$ cat src/rtl/mlqs_pkg.sv
// shared types and codes for the multilevel queue slot scheduler
// used by the controller, the datapath and the top level; no dependencies
package mlqs_pkg;

	localparam int CMD_W   = 1;
	localparam int ID_W    = 8;
	localparam int LEVEL_W = 3;

	localparam logic [CMD_W-1:0] CMD_PUT = 1'b0;
	localparam logic [CMD_W-1:0] CMD_GET = 1'b1;

	// controller to datapath
	typedef struct packed {
		logic capture;   // latch the accepted transaction
		logic decode;    // put: write or drop; get: refill and mark eligible levels
		logic pick;      // select the lowest eligible level
		logic read;      // read the head entry and update level bookkeeping
		logic load_out;  // move the result into the output register
	} ctrl_cmd_t;

	// datapath to controller
	typedef struct packed {
		logic is_get;
	} dp_status_t;

endpackage

$ cat src/rtl/mlqs_ctrl.sv
// controller state machine of the multilevel queue slot scheduler
// depends on mlqs_pkg for the command and status structs
module mlqs_ctrl (
	input  logic                  clk,
	input  logic                  arst_n,
	input  logic                  in_valid,
	output logic                  in_ready,
	output logic                  out_valid,
	input  logic                  out_ready,
	input  mlqs_pkg::dp_status_t  status,
	output mlqs_pkg::ctrl_cmd_t   cmd
);

	typedef enum logic [4:0] {
		ST_IDLE   = 5'b00001,
		ST_DECODE = 5'b00010,
		ST_PICK   = 5'b00100,
		ST_READ   = 5'b01000,
		ST_DONE   = 5'b10000
	} state_t;

	state_t state_q, state_d;
	logic   out_valid_q;
	logic   out_free;

	assign in_ready  = (state_q == ST_IDLE);
	assign out_valid = out_valid_q;
	assign out_free  = !out_valid_q || out_ready;

	always_comb begin
		state_d      = state_q;
		cmd          = '0;
		unique case (state_q)
			ST_IDLE: begin
				if (in_valid) begin
					cmd.capture = 1'b1;
					state_d     = ST_DECODE;
				end
			end
			ST_DECODE: begin
				cmd.decode = 1'b1;
				state_d    = status.is_get ? ST_PICK : ST_DONE;
			end
			ST_PICK: begin
				cmd.pick = 1'b1;
				state_d  = ST_READ;
			end
			ST_READ: begin
				cmd.read = 1'b1;
				state_d  = ST_DONE;
			end
			ST_DONE: begin
				// hold the result until the output register is free
				if (out_free) begin
					cmd.load_out = 1'b1;
					state_d      = ST_IDLE;
				end
			end
			default: state_d = ST_IDLE;
		endcase
	end

	always_ff @(posedge clk or negedge arst_n) begin
		if (!arst_n) begin
			state_q     <= ST_IDLE;
			out_valid_q <= 1'b0;
		end else begin
			state_q <= state_d;
			if (cmd.load_out) begin
				out_valid_q <= 1'b1;
			end else if (out_ready) begin
				out_valid_q <= 1'b0;
			end
		end
	end

endmodule

$ cat src/rtl/mlqs_datapath.sv
// datapath of the multilevel queue slot scheduler: level fifo memory,
// per-level head, count and slot registers, level select and output register
// depends on mlqs_pkg for field widths, command codes and control structs
module mlqs_datapath #(
	parameter int NUM_LEVELS  = 8,
	parameter int QUEUE_DEPTH = 16
) (
	input  logic                           clk,
	input  logic                           arst_n,
	input  logic [mlqs_pkg::CMD_W-1:0]     in_cmd,
	input  logic [mlqs_pkg::ID_W-1:0]      in_proc_id,
	input  logic [mlqs_pkg::LEVEL_W-1:0]   in_prio_level,
	input  mlqs_pkg::ctrl_cmd_t            cmd,
	output mlqs_pkg::dp_status_t           status,
	output logic                           proc_valid,
	output logic [mlqs_pkg::ID_W-1:0]      out_proc_id,
	output logic [mlqs_pkg::LEVEL_W-1:0]   served_level,
	output logic                           dropped
);

	localparam int LW = $clog2(NUM_LEVELS);
	localparam int IW = $clog2(QUEUE_DEPTH);
	localparam int CW = $clog2(QUEUE_DEPTH + 1);
	localparam int SW = $clog2(NUM_LEVELS + 1);
	localparam int TW = IW + 1;
	localparam int AW = $clog2(NUM_LEVELS * QUEUE_DEPTH);
	localparam int MEM_DEPTH = NUM_LEVELS * QUEUE_DEPTH;

	logic [mlqs_pkg::ID_W-1:0] mem [MEM_DEPTH];

	logic [mlqs_pkg::CMD_W-1:0]   cmd_q;
	logic [mlqs_pkg::ID_W-1:0]    id_q;
	logic [mlqs_pkg::LEVEL_W-1:0] lvl_q;

	logic [IW-1:0] head_q  [NUM_LEVELS];
	logic [CW-1:0] count_q [NUM_LEVELS];
	logic [SW-1:0] slots_q [NUM_LEVELS];

	logic [NUM_LEVELS-1:0] elig_q;
	logic [LW-1:0]         sel_q;
	logic                  found_q;
	logic                  drop_q;
	logic [mlqs_pkg::ID_W-1:0] rd_data_q;

	logic                  is_get;
	logic                  in_range;
	logic [LW-1:0]         lvl_idx;
	logic [IW-1:0]         put_head;
	logic [CW-1:0]         put_count;
	logic [TW-1:0]         tail_sum;
	logic [IW-1:0]         tail_idx;
	logic                  put_full;
	logic                  drop_now;
	logic                  wr_en;
	logic [AW-1:0]         wr_addr;
	logic [AW-1:0]         rd_addr;
	logic [IW-1:0]         sel_head;
	logic                  slots_spent;
	logic [NUM_LEVELS-1:0] elig_d;
	logic [LW-1:0]         pick_lvl;
	logic                  pick_found;

	assign is_get        = (cmd_q == mlqs_pkg::CMD_GET);
	assign status.is_get = is_get;

	// put path: tail position of the addressed level
	assign in_range  = (int'(lvl_q) < NUM_LEVELS);
	assign lvl_idx   = LW'(lvl_q);
	assign put_head  = head_q[lvl_idx];
	assign put_count = count_q[lvl_idx];
	assign tail_sum  = TW'(put_head) + TW'(put_count);
	assign tail_idx  = (tail_sum >= TW'(QUEUE_DEPTH)) ? IW'(tail_sum - TW'(QUEUE_DEPTH))
	                                                   : IW'(tail_sum);
	assign put_full  = (put_count >= CW'(QUEUE_DEPTH));
	assign drop_now  = !in_range || put_full;
	assign wr_en     = cmd.decode && !is_get && !drop_now;
	assign wr_addr   = AW'(lvl_idx) * AW'(QUEUE_DEPTH) + AW'(tail_idx);

	// get path: quota refill test and eligible levels after refill
	always_comb begin
		slots_spent = 1'b1;
		for (int i = 0; i < NUM_LEVELS; i++) begin
			if (slots_q[i] != '0) begin
				slots_spent = 1'b0;
			end
		end
		for (int i = 0; i < NUM_LEVELS; i++) begin
			elig_d[i] = (slots_spent || (slots_q[i] != '0)) && (count_q[i] != '0);
		end
	end

	// lowest-index eligible level wins
	always_comb begin
		pick_lvl   = '0;
		pick_found = 1'b0;
		for (int i = NUM_LEVELS - 1; i >= 0; i--) begin
			if (elig_q[i]) begin
				pick_lvl   = LW'(i);
				pick_found = 1'b1;
			end
		end
	end

	assign sel_head = head_q[sel_q];
	assign rd_addr  = AW'(sel_q) * AW'(QUEUE_DEPTH) + AW'(sel_head);

	always_ff @(posedge clk) begin
		if (cmd.capture) begin
			cmd_q <= in_cmd;
			id_q  <= in_proc_id;
			lvl_q <= in_prio_level;
		end
		if (cmd.decode) begin
			drop_q <= drop_now;
			elig_q <= elig_d;
		end
		if (cmd.pick) begin
			sel_q   <= pick_lvl;
			found_q <= pick_found;
		end
	end

	always_ff @(posedge clk) begin
		if (wr_en) begin
			mem[wr_addr] <= id_q;
		end
		if (cmd.read && found_q) begin
			rd_data_q <= mem[rd_addr];
		end
	end

	always_ff @(posedge clk or negedge arst_n) begin
		if (!arst_n) begin
			for (int i = 0; i < NUM_LEVELS; i++) begin
				head_q[i]  <= '0;
				count_q[i] <= '0;
				slots_q[i] <= SW'(NUM_LEVELS - i);
			end
		end else begin
			if (wr_en) begin
				count_q[lvl_idx] <= put_count + 1'b1;
			end
			if (cmd.decode && is_get && slots_spent) begin
				for (int i = 0; i < NUM_LEVELS; i++) begin
					slots_q[i] <= SW'(NUM_LEVELS - i);
				end
			end
			if (cmd.read && found_q) begin
				head_q[sel_q]  <= (sel_head == IW'(QUEUE_DEPTH - 1)) ? '0 : sel_head + 1'b1;
				count_q[sel_q] <= count_q[sel_q] - 1'b1;
				slots_q[sel_q] <= slots_q[sel_q] - 1'b1;
			end
		end
	end

	// output register, held while the result transaction waits
	always_ff @(posedge clk) begin
		if (cmd.load_out) begin
			proc_valid   <= is_get && found_q;
			out_proc_id  <= (is_get && found_q) ? rd_data_q : '0;
			served_level <= (is_get && found_q) ? mlqs_pkg::LEVEL_W'(sel_q) : '0;
			dropped      <= !is_get && drop_q;
		end
	end

endmodule

$ cat src/rtl/multilevel_queue_slot_scheduler.sv
// Multilevel queue scheduler with a per-level slot quota. Each transaction
// is a put (append proc_id to the fifo of prio_level, dropped when full or
// when the level does not exist) or a get (refill all slot counters when
// every one is zero, then serve the lowest level with slots left and work
// queued). One transaction is in work at a time: a put passes the decode
// and done states, a get also the pick and read states of the registered
// level scan and fifo memory read. The output register lets a new
// transaction be accepted while a result still waits on out_ready.
// The fifo memory holds NUM_LEVELS * QUEUE_DEPTH entries and needs no clear.
// depends on mlqs_pkg, mlqs_ctrl and mlqs_datapath
module multilevel_queue_slot_scheduler #(
	parameter int NUM_LEVELS  = 8,
	parameter int QUEUE_DEPTH = 16
) (
	input  logic                          clk,
	input  logic                          arst_n,
	input  logic                          in_valid,
	output logic                          in_ready,
	input  logic [mlqs_pkg::CMD_W-1:0]    cmd,
	input  logic [mlqs_pkg::ID_W-1:0]     proc_id,
	input  logic [mlqs_pkg::LEVEL_W-1:0]  prio_level,
	output logic                          out_valid,
	input  logic                          out_ready,
	output logic                          proc_valid,
	output logic [mlqs_pkg::ID_W-1:0]     out_proc_id,
	output logic [mlqs_pkg::LEVEL_W-1:0]  served_level,
	output logic                          dropped
);

	mlqs_pkg::ctrl_cmd_t  ctrl_cmd;
	mlqs_pkg::dp_status_t dp_status;

	mlqs_ctrl u_ctrl (
		.clk       (clk),
		.arst_n    (arst_n),
		.in_valid  (in_valid),
		.in_ready  (in_ready),
		.out_valid (out_valid),
		.out_ready (out_ready),
		.status    (dp_status),
		.cmd       (ctrl_cmd)
	);

	mlqs_datapath #(
		.NUM_LEVELS  (NUM_LEVELS),
		.QUEUE_DEPTH (QUEUE_DEPTH)
	) u_datapath (
		.clk           (clk),
		.arst_n        (arst_n),
		.in_cmd        (cmd),
		.in_proc_id    (proc_id),
		.in_prio_level (prio_level),
		.cmd           (ctrl_cmd),
		.status        (dp_status),
		.proc_valid    (proc_valid),
		.out_proc_id   (out_proc_id),
		.served_level  (served_level),
		.dropped       (dropped)
	);

endmodule

$ cat config.mk
export PLATFORM = sky130hd
export DESIGN_NAME = multilevel_queue_slot_scheduler
export DESIGN_NICKNAME = d
export VERILOG_FILES = /design/src/rtl/mlqs_pkg.sv /design/src/rtl/mlqs_ctrl.sv /design/src/rtl/mlqs_datapath.sv /design/src/rtl/multilevel_queue_slot_scheduler.sv
export SDC_FILE = /design/constraint.sdc
export NUM_CORES = 2
export LEC_CHECK = 0
export BUFFER_PORTS_ARGS = -buffer_cell sky130_fd_sc_hd__buf_2
export CAP_MARGIN = 20
export CORE_AREA = 2 2 351 353
export DETAILED_ROUTE_END_ITERATION = 12
export DIE_AREA = 0 0 353 355
export SETUP_SLACK_MARGIN = 0.1
export SYNTH_ARGS = -nofsm -noshare
export SYNTH_HDL_FRONTEND = slang
export SYNTH_SLANG_ARGS = --single-unit
export TNS_END_PERCENT = 10
$ cat constraint.sdc
create_clock -name clk -period 5.3 [get_ports clk]
set_input_delay 1.06 -clock clk [delete_from_list [all_inputs] [get_ports clk]]
set_output_delay 1.06 -clock clk [all_outputs]
set_load 0.01 [all_outputs]
-- Word-level counts from Yosys, hierarchy flattened
Memories as Yosys holds them, arrays and structs flattened. A register that Yosys moved wholly into a read port is not among the register bits.
Index checks and enable logic that the tools add are counted.
- add/subtract/negate cells: 8
- magnitude comparators: 6
- equal/unequal tests: 8
- mux-type cells: 62
- bitwise gates (word level): 2
- reductions and logical operators: 50
- operators by type and width (cell ; count):
    $bwmux W40 ; 2
    $mux W40 ; 2
    $bwmux W32 ; 2
    $mux W32 ; 2
    $mux W5 ; 9
    $reduce_bool A5 Y1 ; 8
    $bmux W4 S3 ; 3
    $mux W4 ; 9
    $reduce_bool A4 Y1 ; 8
    $bmux W5 S3 ; 2
    $demux W5 S3 ; 2
    $pmux W5 S5 ; 1
    $mux W1 ; 21
    $logic_and A1 B1 Y1 ; 17
    $add A7 B4 Y7 ; 2
    $demux W4 S3 ; 1
    $mux W3 ; 4
    $ge A5 B5 Y1 const B ; 2
    $logic_or A1 B1 Y1 ; 9
    $ge A4 B4 Y1 const B ; 2
    $lt A4 B1 Y1 const B ; 2
    $not A3 Y4 ; 2
    $sub A4 B1 Y4 const B ; 2
    $reduce_or A7 Y1 ; 1
    18 further kinds ; 21
- bits in registers: 148
- RAM bits: 1024
- input bits: 16
- word-level logic and storage cells: 176
- memories: 1
- memories (name ; words ; bits a word ; read ports ; clocked after memory_dff ; write ports ; line ; RTL):
    u_datapath.mem ; 128 ; 8 ; 1 ; 1 ; 1 ; mlqs_datapath.sv:29 ; logic [mlqs_pkg::ID_W-1:0] mem [MEM_DEPTH];

-- Depth between registers and ports, before layout
- word-level depth: 13
- depth in mapped cells: 16
- gate-level depth less buffers: 12

-- Modules after synthesis
From an unflattened synthesis, not the netlist that was laid out.
- cell total of the unflattened synthesis: 3834
- area, all modules: 49020.8 µm²
- modules (own cells, without submodules) (module ; times used ; cells an instance ; area each (µm²) ; seq. area each (µm²)):
    mlqs_datapath ; 1 ; 3803 ; 48680.4 ; 34749.6
    mlqs_ctrl ; 1 ; 31 ; 340.3 ; 151.4

-- Worst setup path before layout
OpenSTA, ideal clock, no wires.
- kind: flip-flop to flip-flop
- from: register u_ctrl.state_q[3]
- to: memory u_datapath.mem[33][0] (netlist bit) (enable)
- library setup time: 0.370 ns
- data arrival time: 3.581 ns
- setup slack: 1.348 ns
- stages on the path, launching flop included: 9
- period minus slack after synthesis: 3.952 ns
- cells stage by stage: dfrtp_1 -> clkbuf_1 -> or2_2 -> nor4_1 -> nor3b_1 -> nor2b_1 -> nand3_1 -> clkbuf_1 -> nor2_1
- longest elaborated chain between the ends: 6
- RTL lines (item ; line ; RTL):
    start, declared ; mlqs_ctrl.sv:22 ; state_t state_q, state_d;
    start signal, assigned ; mlqs_ctrl.sv:68 ; state_q <= state_d;
    $eq A5 B2 Y1 ; mlqs_ctrl.sv:33 ; unique case (state_q)
    $mux W1 ; mlqs_ctrl.sv:33 ;
    $logic_and A1 B1 Y1 (2 in a row) ; mlqs_datapath.sv:76 ; assign wr_en = cmd.decode && !is_get && !drop_now;
    $mux W1 ; mlqs_datapath.sv:124 ; if (wr_en) begin
    $mux W1 (implied by the code) ; mlqs_datapath.sv:125 ; mem[wr_addr] <= id_q;
    end, declared ; mlqs_datapath.sv:29 ;
Every way passes these cells.

-- Worst setup path in the final report
- from: register u_datapath.sel_q[2]
- to: register u_datapath.rd_data_q[0] (netlist bit) (read register of u_datapath.mem), data pin
- longest elaborated chain between the ends: 5
- RTL lines (item ; line ; RTL):
    start, declared ; mlqs_datapath.sv:40 ; logic [LW-1:0] sel_q;
    start signal, assigned ; mlqs_datapath.sv:118 ; sel_q <= pick_lvl;
    $not A3 Y4 (implied by the code) ; mlqs_datapath.sv:104 ; assign sel_head = head_q[sel_q];
    $bmux W4 S3 ; mlqs_datapath.sv:104 ;
    $mux W4 (implied by the code) (2 in a row) ; mlqs_datapath.sv:104 ;
    $add A7 B4 Y7 * ; mlqs_datapath.sv:105 ; assign rd_addr = AW'(sel_q) * AW'(QUEUE_DEPTH) + AW'(sel_head);
    end, declared ; mlqs_datapath.sv:43 ; logic [mlqs_pkg::ID_W-1:0] rd_data_q;
Every way passes the cells marked *; elsewhere a longest branch is shown, timed or not. The select of a mux whose other input is x is not followed.
A chain may end at the register's enable or synchronous reset.

==> metrics.txt <==
share of the synthesized area in the top cell type=about two thirds; GRT overflow=0; VDD IR max=268 uV; crit path capture type=flip-flop; detailed-route via count=roughly 30k; placed cells=4886; wire length per cell=roughly 27 um; R2R Path End=u_datapath.rd_data_q[0]; NumNets Final=about 3.4k; max-cap violation count=0; IO buf count=30; global-route wire length before repair=200 mm; Top FF cell, synth=edfxtp_1; setup violators final=0; post-synthesis adder-cell area fraction=0.222%; Comb pwr share=8.6%; I/O Pins=31; most frequent cell after synthesis=edfxtp_1; row cnt=128; register area=0.0349 sq mm; length in cells of the worst reg-to-reg path=11; Syn Inst Count=around 3.3k; post-DP HPWL=around 85 mm; period utilisation layout=between 90% and 100%; Startpoint Class=flip-flop; Sw Ratio=about a quarter; critical path's most frequent cell=buf_4; slowest CP cell=edfxtp_1; number of synthesized flops with an enable pin=approximately 1.1k; synth warn=0; worst path bufs/invs=4; Clk Latency, worst-skew pair=about 0.73 ns; hold_buf cts=0; synthesized cell area=0.0484 sq mm; clk buf depth=3; ys async rst share=9.32%; crit path kind=reg -> reg; status=finished, final reports clean; clock skew=around 0.048 ns; area leader, netlist=edfxtp_1; cell family contributing the most delay on the critical path=compound AO/OA/AOI/OAI gates; critical-path cell list=buf_4 -> clkinv_1 -> o211ai_1 -> buf_4 -> a21o_4 -> buf_4 -> mux4_2 -> a22o_1 -> a31oi_1 -> o2111ai_1 -> or4_1; Post-Syn Nets=approximately 3.3k; Worst Path Required=between 5 and 6 ns; final instance area=0.0551 sq mm; Leakage=18.7 nW; core area=about 0.12 sq mm; area of the die=between 0.1 and 0.15 sq mm; Slew headroom=a little under a quarter; Pwr Density=~390 mW/mm^2; Clk pwr share=between 30% and 40%; multiplexer share of the synthesized area=9.03%; total global-route track usage=21.5%; Residual DRC=0; RSZ-0062 raised after global routing=no; number of global-route vias before repair=between 20k and 30k; largest net degree at the start of global routing=roughly 130; Non-Filler Instances=5112; Die H=between 300 and 400 um; Worst-path clk slew=approximately 0.060 ns; Seq/Total Area, Yosys=72.1%; H-tree depth=3; commonest cells in the netlist=edfxtp_1, nand2_1, mux2i_1; die width=about 350 um; root buf cell=clkbuf_16; initial antenna violation count=8; reg2reg setup slack=around 0.24 ns; Routability Congestion=0.921; Post-DP Area=between 0.05 and 0.06 sq mm; final slew viol count=0; P_int=0.0161 W; DRT antenna net count=0; setup TNS=0 ns; vias per inst=5.80; cts bufs inserted=roughly 120; DRT Pass-1 Iters=6; Post-Synth Simple-Gate Area=about a tenth; initial DRC count=3848; fin crit period=about 5 ns; Synth Area in Compound Gates=under 10%; count of final hold-check violations=0; layout cells sized above 1=between 10% and 20%; Post-Synth XOR/XNOR Area=less than 1%; Worst-Margin Slew=about 1.1 ns; hold crit path type=in -> async; Fill cells=10.8k; power share of the sequential group=about half; CP max FO=30; Multi-input gate area=~0.013 sq mm; CTS tree=done; net switching power=around 0.005 W; Critical Path AT=approximately 5.5 ns; main combinational cell family by area after synthesis=simple AND/OR/NAND/NOR gates; highest clock rate=0.198 GHz; Reg-to-Reg Start=u_datapath.sel_q[2]; start point of the critical path=u_datapath.sel_q[2]; syn avg cell area=14.8 sq um; Yosys reg bits=about 1.2k; # clock sinks=1180; initial core utilization=39.9%; top cells by area, synth=edfxtp_1, dfrtp_1, mux2i_1, nand2_1, mux4_2; Layout area overhead=13.8%; Netlist cell types=69; DRT Wirelength=approximately 140 mm; Crit path largest cell delay=a little over 0.8 ns
worst max path at each step:
stage,to,slack (ns),cells past startpoint
finish,u_datapath.rd_data_q[0],0.24,11
global route,u_datapath.rd_data_q[0],0.21,10
CTS,u_datapath.rd_data_q[3],0.25,11
detailed placement,u_datapath.rd_data_q[3],0.27,11
global placement,u_datapath.rd_data_q[3],0.30,11
floorplan,u_datapath.mem[33][0],1.35,8
flip-flops by register name (all words and copies together) (netlist names):
name and flops:
u_datapath.mem 1024, u_datapath.count_q 40, u_datapath.head_q 32, u_datapath.slots_q 32, u_datapath.elig_q 8, u_datapath.id_q 8
u_datapath.out_proc_id 8, u_datapath.rd_data_q 8, u_ctrl.state_q 5, u_datapath.lvl_idx 3, u_datapath.sel_q 3, u_datapath.served_level 3
u_ctrl.out_valid 1, u_datapath.drop_q 1, u_datapath.dropped 1, u_datapath.found_q 1, u_datapath.proc_valid 1, u_datapath.status 1
power groups by stage:
stage	combinational, W	sequential, W	clock, W
after CTS	0.00182	0.0110	0.00854
after global placement	0.00180	0.0111	0
after detailed placement	0.00182	0.0112	0
after floorplan	0.000766	0.0113	0
after global routing	0.00196	0.0110	0.00888
final	0.00182	0.0110	0.00843
area by class of cell:
type / instances / area share (%)
Sequential cell: 1180 / 63.3
Multi-Input combinational cell: 1856 / 22.9
Clock buffer: 151 / 5.77
Tap cell: 1625 / 3.69
Timing Repair Buffer: 181 / 2.66
Clock inverter: 69 / 1.33
Inverter: 48 / 0.345
Antenna cell: 2 / 0.00908
worst reg2reg max path, cell delays in order, from the launching register on:
cell and delay, ns:
edfxtp_1 0.81, buf_4 0.35, clkinv_1 0.12, o211ai_1 0.10
buf_4 0.30, a21o_4 0.57, buf_4 0.54, mux4_2 0.40
a22o_1 0.25, a31oi_1 0.38, o2111ai_1 0.45, or4_1 0.52
through the flow:
stage	power (W)	setup WS (ns)	hold WS, ns	util, %
final	0.0212	0.239	0.436	45.4
after global routing	0.0218	0.207	0.495	45.4
after CTS	0.0213	0.245	0.433	45.4
after detailed placement	0.0130	0.274	0.500	42.1
after global placement	0.0129	0.303	0.493	42.1
after floorplan	0.0121	1.35	0.464	-
what timing repair did:
| item | 4_1_cts | 5_1_grt |
|---|---|---|
| resized for setup | 0 | 1 |
| setup endpoints to repair | 0 | 3 |
| setup buffers | 0 | 3 |
logic make-up after synthesis:
kind of cell / count (synthesis)
multiplexers: 335
XOR/XNOR: 14
AND/OR/NAND/NOR: 1040
adder cells (fa/ha/maj): 8
AO/OA/AOI/OAI: 459
flip-flops: 1180
buffers and inverters: 247
cells in the final DEF (no fill, tap or decap), drive strengths merged, types with 9 or more instances in the layout:
master,instances
edfxtp,1070
nand2,506
mux2i,230
nor2,197
buf,181
clkbuf,151
nand3,138
dfrtp,96
o21ai,88
mux4,79
nand4,58
a211oi,58
a21oi,54
clkinv,52
inv,47
a22oi,45
a31oi,42
and3,29
mux2,26
a2111oi,23
nor4,22
a311oi,20
o2111ai,19
or4,19
a221oi,17
nor3,17
o211ai,16
dfstp,14
bufinv,13
a32o,12
a32oi,11
nor2b,11
a22o,10
o22ai,9
layer usage:
| layer | track usage, % | vias up | wire length (um) |
|---|---|---|---|
| met5 | 0 | - | 12 |
| met4 | 6.94 | 2 | 4680 |
| met3 | 3.67 | 263 | 11400 |
| met2 | 33.5 | 1403 | 62700 |
| met1 | 30.7 | 15100 | 57900 |
| li1 | - | 12900 | - |
Note: power is estimated with default switching activity, not from simulation.
